$ cat src/design/calendar_date_midpoint_defines.svh
// ----------------------------------------------------------------------------
// Calendar date midpoint: assertion macros
// Shared checking macros, clocked on clk_i and quiet while rst_ni is low.
// ----------------------------------------------------------------------------
`ifndef CALENDAR_DATE_MIDPOINT_DEFINES_SVH
`define CALENDAR_DATE_MIDPOINT_DEFINES_SVH

// Check that a condition holds at every clock edge.
`define CDM_ASSERT(lbl, cond, msg) \
  lbl: assert property (@(posedge clk_i) disable iff (!rst_ni) (cond)) else $error(msg);

// Check that a consequent holds in the same cycle as its trigger.
`define CDM_ASSERT_IMPL(lbl, trig, cons, msg) \
  lbl: assert property (@(posedge clk_i) disable iff (!rst_ni) (trig) |-> (cons)) \
    else $error(msg);

// Check that a consequent holds in the cycle after its trigger.
`define CDM_ASSERT_NEXT(lbl, trig, cons, msg) \
  lbl: assert property (@(posedge clk_i) disable iff (!rst_ni) (trig) |=> (cons)) \
    else $error(msg);

`endif

$ cat src/design/cdm_pkg.sv
// ----------------------------------------------------------------------------
// Calendar date midpoint package
// Request and response types, calendar tables and reciprocal constants.
// ----------------------------------------------------------------------------
`default_nettype none

package cdm_pkg;

  localparam int unsigned DAY_W   = 5;
  localparam int unsigned MONTH_W = 4;
  localparam int unsigned YEAR_W  = 14;

  typedef struct packed {
    logic [DAY_W-1:0]   day;
    logic [MONTH_W-1:0] month;
    logic [YEAR_W-1:0]  year;
  } date_t;

  typedef struct packed {
    logic [DAY_W-1:0]   first_day;
    logic [MONTH_W-1:0] first_month;
    logic [YEAR_W-1:0]  first_year;
    logic [DAY_W-1:0]   second_day;
    logic [MONTH_W-1:0] second_month;
    logic [YEAR_W-1:0]  second_year;
  } req_t;

  typedef struct packed {
    logic [DAY_W-1:0]   mid_day;
    logic [MONTH_W-1:0] mid_month;
    logic [YEAR_W-1:0]  mid_year;
  } rsp_t;

  // ceil(x / 100) for x below 2^15 as (x + 99) * C100_RECIP >> C100_SHIFT
  localparam int unsigned C100_SHIFT = 21;
  localparam logic [14:0] C100_RECIP = 15'(((64'd1 << C100_SHIFT) + 64'd99) / 64'd100);

  // year estimate n * 400 / 146097, rounded up reciprocal
  localparam int unsigned YEAR_SHIFT = 32;
  localparam logic [63:0] YearRecipWide =
    ((64'd400 << YEAR_SHIFT) + 64'd146096) / 64'd146097;
  localparam logic [23:0] YEAR_RECIP = YearRecipWide[23:0];

  localparam logic [MONTH_W-1:0] FEBRUARY = 4'd2;
  localparam logic [MONTH_W-1:0] DECEMBER = 4'd12;

  // Days of a common year before the first of month m.
  function automatic logic [8:0] days_before_month(input logic [MONTH_W-1:0] m);
    logic [8:0] d;
    unique case (m)
      4'd2:    d = 9'd31;
      4'd3:    d = 9'd59;
      4'd4:    d = 9'd90;
      4'd5:    d = 9'd120;
      4'd6:    d = 9'd151;
      4'd7:    d = 9'd181;
      4'd8:    d = 9'd212;
      4'd9:    d = 9'd243;
      4'd10:   d = 9'd273;
      4'd11:   d = 9'd304;
      4'd12:   d = 9'd334;
      default: d = 9'd0;
    endcase
    return d;
  endfunction

endpackage

`default_nettype wire

$ cat src/design/calendar_date_midpoint.sv
// ----------------------------------------------------------------------------
// Calendar date midpoint
// Converts two Gregorian dates to day numbers and returns the date halfway.
// ----------------------------------------------------------------------------
//
//  channel | dir | payload          | handshake
//  --------+-----+------------------+---------------------------
//  req     | in  | cdm_pkg::req_t   | req_valid_i / req_stall_o
//  rsp     | out | cdm_pkg::rsp_t   | rsp_valid_o / rsp_stall_i
//
//  One request per cycle while req_stall_o is low; a new request can be
//  taken before earlier responses have left. The pipeline has eight
//  register stages.
//  Reset clears only the stage valid bits; no flush pass is needed.
//  A stalled response holds its stage; upstream stages keep filling until
//  no bubble is left, and only then does req_stall_o rise.
//
`default_nettype none

`include "calendar_date_midpoint_defines.svh"

module calendar_date_midpoint #(
  parameter int unsigned MAX_YEAR = 9999
) (
  input  logic          clk_i,
  input  logic          rst_ni,
  input  logic          req_valid_i,
  output logic          req_stall_o,
  input  cdm_pkg::req_t req_i,
  output logic          rsp_valid_o,
  input  logic          rsp_stall_i,
  output cdm_pkg::rsp_t rsp_o
);

  localparam int unsigned NumStg = 8;
  localparam logic [16:0] MaxYearW = 17'(MAX_YEAR);

  // --------------------------------------------------------------------------
  // Helpers
  // --------------------------------------------------------------------------

  // Clamp a zero day, an out of range month and a year above MAX_YEAR, the same way for both inputs.
  function automatic cdm_pkg::date_t clamp_date(input logic [4:0] d, input logic [3:0] m,
                                                input logic [13:0] y);
    cdm_pkg::date_t r;
    r.day   = (d == 5'd0) ? 5'd1 : d;
    r.month = (m == 4'd0) ? 4'd1 : ((m > cdm_pkg::DECEMBER) ? cdm_pkg::DECEMBER : m);
    r.year  = ({3'b000, y} > MaxYearW) ? MaxYearW[13:0] : y;
    return r;
  endfunction

  // ceil(y / 100) through a reciprocal multiply
  function automatic logic [7:0] ceil100(input logic [14:0] y);
    logic [30:0] p;
    p = (31'(y) + 31'd99) * 31'(cdm_pkg::C100_RECIP);
    return p[cdm_pkg::C100_SHIFT+7:cdm_pkg::C100_SHIFT];
  endfunction

  // Days in years 0 .. y-1, given c = ceil(y / 100).
  function automatic logic [22:0] days_before_year(input logic [14:0] y,
                                                   input logic [7:0] c);
    return 23'(y) * 23'd365 + ((23'(y) + 23'd3) >> 2) - 23'(c) + ((23'(c) + 23'd3) >> 2);
  endfunction

  // Leap test, given c = ceil(y / 100); for a century year c is y / 100.
  function automatic logic is_leap(input logic [14:0] y, input logic [7:0] c);
    logic div100;
    div100 = ((16'(c) * 16'd100) == 16'(y));
    return (y[1:0] == 2'b00) && (!div100 || (c[1:0] == 2'b00));
  endfunction

  // Day number of a date, day 1 being 1 January of year 0.
  function automatic logic [22:0] day_number(input cdm_pkg::date_t dt, input logic [7:0] c);
    logic lp;
    lp = is_leap(15'(dt.year), c) && (dt.month > cdm_pkg::FEBRUARY);
    return 23'(dt.day) + 23'(cdm_pkg::days_before_month(dt.month)) + 23'(lp)
         + days_before_year(15'(dt.year), c);
  endfunction

  // --------------------------------------------------------------------------
  // Stage flow control: a stage loads when empty or when its successor loads
  // --------------------------------------------------------------------------
  logic [NumStg-1:0] vld_q;
  logic [NumStg:0]   rdy;
  logic [NumStg-1:0] load;

  always_comb begin
    rdy[NumStg] = !rsp_stall_i;
    for (int k = NumStg - 1; k >= 0; k--) begin
      rdy[k] = !vld_q[k] || rdy[k+1];
    end
    load[0] = rdy[0] && req_valid_i;
    for (int k = 1; k < NumStg; k++) begin
      load[k] = rdy[k] && vld_q[k-1];
    end
  end

  assign req_stall_o = !rdy[0];
  assign rsp_valid_o = vld_q[NumStg-1];

  always_ff @(posedge clk_i or negedge rst_ni) begin
    if (!rst_ni) begin
      vld_q <= '0;
    end else begin
      if (rdy[0]) begin
        vld_q[0] <= req_valid_i;
      end
      for (int k = 1; k < NumStg; k++) begin
        if (rdy[k]) begin
          vld_q[k] <= vld_q[k-1];
        end
      end
    end
  end

  // --------------------------------------------------------------------------
  // Datapath
  // --------------------------------------------------------------------------
  cdm_pkg::date_t s1_a_q, s1_b_q;          // clamped request
  cdm_pkg::date_t s2_a_q, s2_b_q;
  logic [7:0]     s2_ca_q, s2_cb_q;        // ceil(year / 100)
  logic [22:0]    s3_na_q, s3_nb_q;        // day numbers
  logic [22:0]    s4_n_q;                  // zero-based midpoint day
  logic [22:0]    s5_n_q;
  logic [14:0]    s5_e_q;                  // lowest candidate year
  logic [22:0]    s6_n_q;
  logic [14:0]    s6_e_q;
  logic [7:0]     s6_c_q [3];              // ceil(/100) of the three candidates
  logic [13:0]    s7_year_q;
  logic [8:0]     s7_rem_q;                // one-based day of year
  logic           s7_leap_q;
  cdm_pkg::rsp_t  rsp_q;

  // midpoint, minus one so that 1 January of year 0 is zero
  logic [23:0] sum_d;
  logic [22:0] n_d;
  assign sum_d = 24'(s3_na_q) + 24'(s3_nb_q);
  assign n_d   = sum_d[23:1] - 23'd1;

  // year estimate, then step back one so the true year is e, e+1 or e+2
  logic [46:0] yprod_d;
  logic [14:0] yest_d, e_d;
  assign yprod_d = 47'(s4_n_q) * 47'(cdm_pkg::YEAR_RECIP);
  assign yest_d  = yprod_d[46:32];
  assign e_d     = (yest_d == 15'd0) ? 15'd0 : yest_d - 15'd1;

  // pick the latest candidate whose start lies at or below the day
  logic [14:0] cand_y [3];
  logic [22:0] cand_start [3];
  logic        cand_leap [3];
  logic [14:0] year_d;
  logic [22:0] start_d;
  logic        leap_d;

  always_comb begin
    for (int k = 0; k < 3; k++) begin
      cand_y[k]     = s6_e_q + 15'(k);
      cand_start[k] = days_before_year(cand_y[k], s6_c_q[k]);
      cand_leap[k]  = is_leap(cand_y[k], s6_c_q[k]);
    end
    priority if (cand_start[2] <= s6_n_q) begin
      year_d = cand_y[2]; start_d = cand_start[2]; leap_d = cand_leap[2];
    end else if (cand_start[1] <= s6_n_q) begin
      year_d = cand_y[1]; start_d = cand_start[1]; leap_d = cand_leap[1];
    end else begin
      year_d = cand_y[0]; start_d = cand_start[0]; leap_d = cand_leap[0];
    end
  end

  logic [22:0] rem_full_d;
  assign rem_full_d = s6_n_q - start_d + 23'd1;

  // month: count month ends passed, then take off the days before it
  logic [3:0] month_d;
  logic [8:0] mstart_d;
  logic [8:0] mday_d;

  always_comb begin
    month_d = 4'd1;
    for (int k = 1; k < 12; k++) begin
      if (s7_rem_q > cdm_pkg::days_before_month(4'(k + 1))
                     + 9'((k >= 2) && s7_leap_q)) begin
        month_d = month_d + 4'd1;
      end
    end
    mstart_d = cdm_pkg::days_before_month(month_d)
             + 9'(s7_leap_q && (month_d > cdm_pkg::FEBRUARY));
    mday_d   = s7_rem_q - mstart_d;
  end

  always_ff @(posedge clk_i) begin
    if (load[0]) begin
      s1_a_q <= clamp_date(req_i.first_day, req_i.first_month, req_i.first_year);
      s1_b_q <= clamp_date(req_i.second_day, req_i.second_month, req_i.second_year);
    end
    if (load[1]) begin
      s2_a_q  <= s1_a_q;
      s2_b_q  <= s1_b_q;
      s2_ca_q <= ceil100(15'(s1_a_q.year));
      s2_cb_q <= ceil100(15'(s1_b_q.year));
    end
    if (load[2]) begin
      s3_na_q <= day_number(s2_a_q, s2_ca_q);
      s3_nb_q <= day_number(s2_b_q, s2_cb_q);
    end
    if (load[3]) begin
      s4_n_q <= n_d;
    end
    if (load[4]) begin
      s5_n_q <= s4_n_q;
      s5_e_q <= e_d;
    end
    if (load[5]) begin
      s6_n_q <= s5_n_q;
      s6_e_q <= s5_e_q;
      for (int k = 0; k < 3; k++) begin
        s6_c_q[k] <= ceil100(s5_e_q + 15'(k));
      end
    end
    if (load[6]) begin
      s7_year_q <= year_d[13:0];
      s7_rem_q  <= rem_full_d[8:0];
      s7_leap_q <= leap_d;
    end
    if (load[7]) begin
      rsp_q.mid_day   <= mday_d[4:0];
      rsp_q.mid_month <= month_d;
      rsp_q.mid_year  <= s7_year_q;
    end
  end

  assign rsp_o = rsp_q;

  // --------------------------------------------------------------------------
  // Assertions
  // --------------------------------------------------------------------------
  `CDM_ASSERT_IMPL(a_empty_no_stall, !vld_q[0], !req_stall_o,
                   "request stalled while the first stage is empty")
  `CDM_ASSERT_NEXT(a_hold_mid, vld_q[3] && !rdy[4], $stable(s4_n_q) && vld_q[3],
                   "blocked midpoint stage lost its item")
  `CDM_ASSERT_IMPL(a_year_floor, vld_q[5], days_before_year(s6_e_q, s6_c_q[0]) <= s6_n_q,
                   "year estimate lies above the midpoint day")
  `CDM_ASSERT_IMPL(a_rem_range, vld_q[6],
                   (s7_rem_q >= 9'd1) && (s7_rem_q <= 9'd365 + 9'(s7_leap_q)),
                   "day of year outside its year")

endmodule

`default_nettype wire
$ cat config.mk
export PLATFORM = sky130hd
export DESIGN_NAME = calendar_date_midpoint
export DESIGN_NICKNAME = d
export VERILOG_FILES = /design/src/design/cdm_pkg.sv /design/src/design/calendar_date_midpoint.sv
export VERILOG_INCLUDE_DIRS = /design/src /design/src/design
export SDC_FILE = /design/constraint.sdc
export NUM_CORES = 2
export LEC_CHECK = 0
export BUFFER_PORTS_ARGS = -buffer_cell sky130_fd_sc_hd__buf_2
export CAP_MARGIN = 30
export CORE_AREA = 2 2 449 451
export DETAILED_ROUTE_END_ITERATION = 7
export DIE_AREA = 0 0 451 453
export GPL_TIMING_DRIVEN = 0
export SLEW_MARGIN = 20
export SYNTH_ARGS = -nofsm -noshare
export SYNTH_HDL_FRONTEND = slang
export SYNTH_SLANG_ARGS = --single-unit
$ cat constraint.sdc
create_clock -name clk_i -period 9.78 [get_ports clk_i]
set_input_delay 1.956 -clock clk_i [delete_from_list [all_inputs] [get_ports clk_i]]
set_output_delay 1.956 -clock clk_i [all_outputs]
set_load 0.01 [all_outputs]
# Word level (Yosys, flattened, before mapping)
# Memory sizes are Yosys's and may differ from the RTL's. A register that Yosys moved wholly into a read port is not among the register bits.
# Index checks and enable logic that the tools add are counted.
[word_totals]
rom_bits = 432
word_cells = 235
ramBits = 24
regBits = 308
n_memories = 4
[memory_table]
columns = ["memory", "words", "word_bits", "read_ports", "rd_clocked_by_memory_dff", "wr", "line_no", "rtl"]
rows = [
  ["(no name shown)", 16, 9, 1, 0, 0, "cdm_pkg.sv:50", "unique case (m)"],
  ["(no name shown)", 16, 9, 1, 1, 0, "cdm_pkg.sv:50", ""],
  ["(no name shown)", 16, 9, 1, 1, 0, "cdm_pkg.sv:50", ""],
  ["s6_c_q", 3, 8, 3, 0, 3, "calendar_date_midpoint.sv:128", "logic [7:0] s6_c_q [3];"],
]
[classes]
order_cmp = 20
eq_ne = 5
n_reduce_logical = 61
n_mux = 25
mul = 16
addsub = 67
[ops]
columns = ["cell", "n"]
rows = [
  ["$add A23 B7 Y23", 4],
  ["$sub A23 B8 Y23", 4],
  ["$mul A16 B13 Y27 const B", 3],
  ["$mul A8 B5 Y13 const B", 5],
  ["$gt A9 B9 Y1", 7],
  ["$mux W4", 14],
  ["$mul A15 B13 Y27 const B", 2],
  ["$add A15 B7 Y16 const B", 3],
  ["$add A11 B23 Y23", 2],
  ["$add A23 B13 Y23", 2],
  ["$add A23 B14 Y23", 2],
  ["$le A23 B23 Y1", 2],
  ["$mul A14 B9 Y23 const B", 2],
  ["$mul A15 B9 Y23 const B", 2],
  ["$mul A23 B23 Y46 const B", 1],
  ["$add A8 B2 Y9 const B", 5],
  ["$eq A15 B15 Y1", 3],
  ["$add A4 B1 Y4 const B", 10],
  ["$add A8 B1 Y9 const A", 4],
  ["$mux W9", 4],
  ["$add A15 B2 Y16 const B", 2],
  ["$add A14 B2 Y15 const B", 2],
  ["$add A14 B7 Y15 const B", 2],
  ["$add A15 B1 Y15 const B", 2],
  ["36 further kinds", 105],
]

# Logic depth before layout (Yosys ltp)
[logic_depth]
depth_word = 26
depth_mapped = 52
mapped_depth_nobuf = 51

# Least setup slack after synthesis
# OpenSTA, ideal clock, no wires.
[synth_timing]
kind = "register to register"
startpoint = "reg s6_e_q[0]"
endpoint = "reg s7_rem_q[8] (data pin)"
path_stages_with_launch = 47
setup_slack_ns = -0.387
setup_ns = 0.260
arrival_time_ns = 9.907
t_required_ns = 9.520
period_less_slack_ns = 10.167
n_path_buf = 2
path_cell_list = "edfxtp_1 > clkbuf_1 > inv_1 > ha_1 > inv_1 > ha_1 > a21o_1 > nand3_1 > xnor2_1 > fa_1 > fa_1 > inv_1 > fa_1 > inv_1 > fa_1 > inv_1 > ha_1 > inv_1 > [11 not listed] > o21ai_0 > nand2b_1 > a21o_1 > o21a_1 > clkbuf_1 > nand2_1 > nand2_1 > a31o_2 > ha_1 > ha_1 > a21o_1 > a21oi_1 > o21bai_1 > a21oi_1 > o21bai_1 > a21oi_1 > xnor2_1 > xnor2_1"
[synth_via]
elab_chain_cells = 10
word_cells_on_any_way = 23
cone_classes = "add/sub: 16; mul: 3; order compare: 2; mux: 2"
[synth_lines]
columns = ["item", "line_no", "rtl"]
rows = [
  ["start, declared", "calendar_date_midpoint.sv:127", "logic [14:0] s6_e_q;"],
  ["start signal, assigned", "calendar_date_midpoint.sv:215", "s6_e_q <= s5_e_q;"],
  ["$add A15 B1 Y15", "calendar_date_midpoint.sv:157", "cand_y[k] = s6_e_q + 15'(k);"],
  ["$mul A15 B9 Y23 or $add A15 B2 Y16 (tied branches)", "calendar_date_midpoint.sv:62", "return 23'(y) * 23'd365 + ((23'(y) + 23'd3) >> 2) - 23'(c) + ((23'(c) + 23'd3) >> 2);"],
  ["$add A23 B14 Y23", "calendar_date_midpoint.sv:62", ""],
  ["$sub A23 B8 Y23", "calendar_date_midpoint.sv:62", ""],
  ["$add A23 B7 Y23", "calendar_date_midpoint.sv:62", ""],
  ["$le A23 B23 Y1", "calendar_date_midpoint.sv:163", "end else if (cand_start[1] <= s6_n_q) begin"],
  ["$mux W9", "calendar_date_midpoint.sv:163", ""],
  ["$mux W9 (*)", "calendar_date_midpoint.sv:161", "priority if (cand_start[2] <= s6_n_q) begin"],
  ["$sub A9 B9 Y9 (*)", "calendar_date_midpoint.sv:171", "assign rem_full_d = s6_n_q - start_d + 23'd1;"],
  ["$add A9 B1 Y9 (*)", "calendar_date_midpoint.sv:171", ""],
  ["via rem_full_d[8]", "calendar_date_midpoint.sv:170", "logic [22:0] rem_full_d;"],
  ["end signal, assigned", "calendar_date_midpoint.sv:222", "s7_rem_q <= rem_full_d[8:0];"],
  ["end, declared", "calendar_date_midpoint.sv:130", "logic [8:0] s7_rem_q;"],
]
# The timed path passes the listed nets; every way through them passes the cells marked *.
# A chain may end at the register's enable or synchronous reset.

# Final worst setup path
[layout_timing]
startpoint = "reg s6_e_q[1]"
endpoint = "reg s7_rem_q[7] (data pin)"
# Same word-level chain as after synthesis.

==> results.json <==
{
  "worstReg2RegEnd": "s7_rem_q[7]",
  "fin_skew_ns": 0.03179,
  "crit_path_max_incr_delay_ns": 0.54,
  "synth_area_leaders": "fa_1 (29%), ha_1 (25%), edfxtp_1 (14%), inv_1 (10%), xnor2_1 (4.9%)",
  "violations": "negative setup slack",
  "cap_violations": 0,
  "htreeDepth": 2,
  "synthMostInstantiatedCell": "inv_1",
  "cp_common_cell": "ha_4",
  "synth_edf_count": 324,
  "synth_top_area_cell": "fa_1",
  "ys_seq_elements": 350,
  "grt_use_total": 0.1563,
  "cts_tree": "yes",
  "synth_commonest_cells": "inv_1 (1879), ha_1 (1409), fa_1 (1012), xnor2_1 (392), edfxtp_1 (324)",
  "fp.dieW_microns": 451,
  "vias_per_cell": 4.674,
  "crit_required_ns": 10.11,
  "cts_buffers": 40,
  "dp_hpwl_microns": 132800,
  "setup_slack_ns": -0.07825,
  "slew_viol_final": 0,
  "fin_crit_sh": 1.008,
  "clock.fmax_mhz": 101.4,
  "synth_nets": 9328,
  "fin_cells": 9834,
  "holdCritStartpoint": "s1_b_q[20]",
  "worstHoldEndpoint": "s2_b_q[20]",
  "dieArea_sq_um": 204300,
  "start_util": 0.3492,
  "worst_pin_slew_ns": 1.002,
  "r2r_start": "s6_e_q[1]",
  "ff2ff_path_depth": 47,
  "yosys_warnings": 0,
  "post_route_cells_drive_above_1_share": 0.08512,
  "antenna_found_initial": 3,
  "clkTransAtPathRegs_ns": 0.07,
  "wirelength_microns": 155700,
  "cp_max_fo": 4,
  "synth_top_area_share": 0.2912,
  "clock_latency_ns": 0.61,
  "yosysSeqAreaShare": 0.1479,
  "holdWs_ns": 0.4149,
  "crit_arrival_ns": 10.19,
  "holdPathStages": 0,
  "clock_path_buffers": 3,
  "multi_input_area_sq_um": 53480,
  "rsz0062_at_grt": "true",
  "synth_area_sq_um": 69580,
  "nFillCells": 19397,
  "post-route-min-period_ns": 9.858,
  "drtAntennaViolNets": 0,
  "syn_avg_cell_area_sq_um": 10.15,
  "r2r_slack_ns": -0.08,
  "grt_pass1_vias": 49862,
  "drt_iter0_markers": 2267,
  "endpoint_kind": "register",
  "slowest_stage": "fa_1",
  "cp-start-kind": "register",
  "num_io_pins": 75,
  "startpoint": "s6_e_q[1]",
  "die_h_microns": 453,
  "port_buffers": 74,
  "clock-root-buffer": "clkbuf_16",
  "diodes": 0,
  "place.gp.congestion": 0.9061,
  "area_delta_synth_final_pct": 11.83,
  "post_drt_wl_per_cell_microns": 15.83,
  "gr-total-overflow": 0,
  "path_class": "register to register",
  "grt_start_max_net_pins": 63,
  "min_path_type": "register to register",
  "fin_util": 0.3905,
  "grt_pass1_wl_microns": 258900,
  "regArea_sq_um": 10290,
  "first_pass_iters": 5,
  "cts_sinks": 350,
  "status": "finished with violations",
  "finalHoldViolations": 0,
  "place_inst": 9595,
  "synthCells": 6857,
  "finalNetCount": 9618,
  "max_slew_margin": 0.3270,
  "synth_cell_types": 88,
  "drc": 0,
  "core_sq_um": 199200,
  "setup_viol": 3,
  "ys.flop_type": "edfxtp_1",
  "num_rows": 164,
  "dr_total_vias": 45969,
  "synthArstFlopShare": 0.02286
}
[logic make-up after synthesis]
logic type,count (synthesis),share of synthesized area
and+or+nand+nor,873,0.06299
buffers and inverters,1943,0.1050
muxes,27,0.003992
AOI/OAI and AO/OA,681,0.06349
adders and majority gates,2423,0.5448
DFF,350,0.1479
xor gates and xnor gates,560,0.07182
[flip-flops by register name, summed over array words and instances, names as in the netlist, 9 cells and up, named ones only]
name,cells
s6_c_q,24
s2_a_q,23
s1_a_q,23
s3_na_q,23
s3_nb_q,23
s5_e_q,15
s6_e_q,15
s2_b_q,23
s4_n_q,23
s7_year_q,14
rsp_o,23
s6_n_q,23
s1_b_q,23
s5_n_q,23
s7_rem_q,9
[worst max-delay path, delay by kind of cell, from the launching register on]
family	cells	cell delay [ns]
fa+ha+maj	11	3.60
xor+xnor	2	0.20
simple gates	4	0.59
flops	1	0.35
compound gates	21	3.68
buf+inv	9	1.13
[worst max path at each step]
| stage | to | slack [ns] | cells past startpoint |
|---|---|---|---|
| after detailed placement | s7_rem_q[8] | -2.70 | 46 |
| final | s7_rem_q[7] | -0.08 | 47 |
| after global placement | s7_rem_q[8] | -2.56 | 46 |
| after global routing | s7_rem_q[8] | -0.43 | 53 |
| after CTS | s7_rem_q[8] | -0.02 | 47 |
| after floorplan | s7_rem_q[8] | 0.02 | 49 |
[cells in the final DEF (no fill, tap or decap), types with 17 or more instances in the layout]
cell type  Yosys  routed
xor2_1       162     146
buf_4          2     158
nand2b_1      41      41
ha_4           0      37
nand4_1       49      49
or3_1         19      19
and2_1        28      24
nor2b_1       48      42
a21oi_1      203     181
o21ai_0      111      95
o21a_1        38      35
a211oi_1      26      23
clkbuf_1      53      39
buf_2          4      79
nand3_1       85      77
and3_1        52      52
a21oi_2        1      22
a31oi_1       21      17
mux2i_1       21      21
nor3_1        64      60
nand2_1      188     177
inv_2          1      22
inv_1       1879    1843
edfxtp_1     324     324
clkbuf_16      0      41
ha_1        1409    1358
a21o_1       131     130
nor4_1        20      20
dfxtp_1       18      18
or2_2         18      17
fa_1        1012    1010
xnor2_1      392     376
o21bai_1      32      30
nor2_1       215     204
[through the flow]
| step | setup TNS [ns] | cell area (sq um) | setup slack [ns] |
|---|---|---|---|
| detailed placement | -29.60 | 73520 | -2.697 |
| CTS | -0.01744 | 77140 | -0.01744 |
| global route | -1.214 | 77810 | -0.4324 |
| floorplan | 0 | 69640 | 0.02018 |
| global placement | -27.73 | 73330 | -2.563 |
| finish | -0.1647 | 77810 | -0.07825 |
[timing repair]
action                     4_1_cts  5_1_grt
gates resized for setup        269       75
setup buffers                  119       47
hold buffers                     0        0
pin swaps                       87       91
hold endpoints to repair         0        0
setup endpoints to repair       25       11
[area by class of cell]
cell class,instances,area share
well taps,2656,0.04271
repair buffers,256,0.02476
clock inverters,29,0.004631
plain buffers,55,0.003940
flip-flops and latches,350,0.1322
inverters,1880,0.09137
clock buffers,44,0.01306
multi-input cells,4564,0.6873
[layer usage]
layer,global-route usage,up-vias,part of all wire
met3,0.01594,184,0.036
met1,0.2074,22804,0.45
met4,0.03292,0,0.023
met5,0,-,0
li1,-,22312,-
met2,0.2747,669,0.49
Power is not shown: default switching activity piles up to over one toggle a cycle in this logic, so the estimate is an artifact.
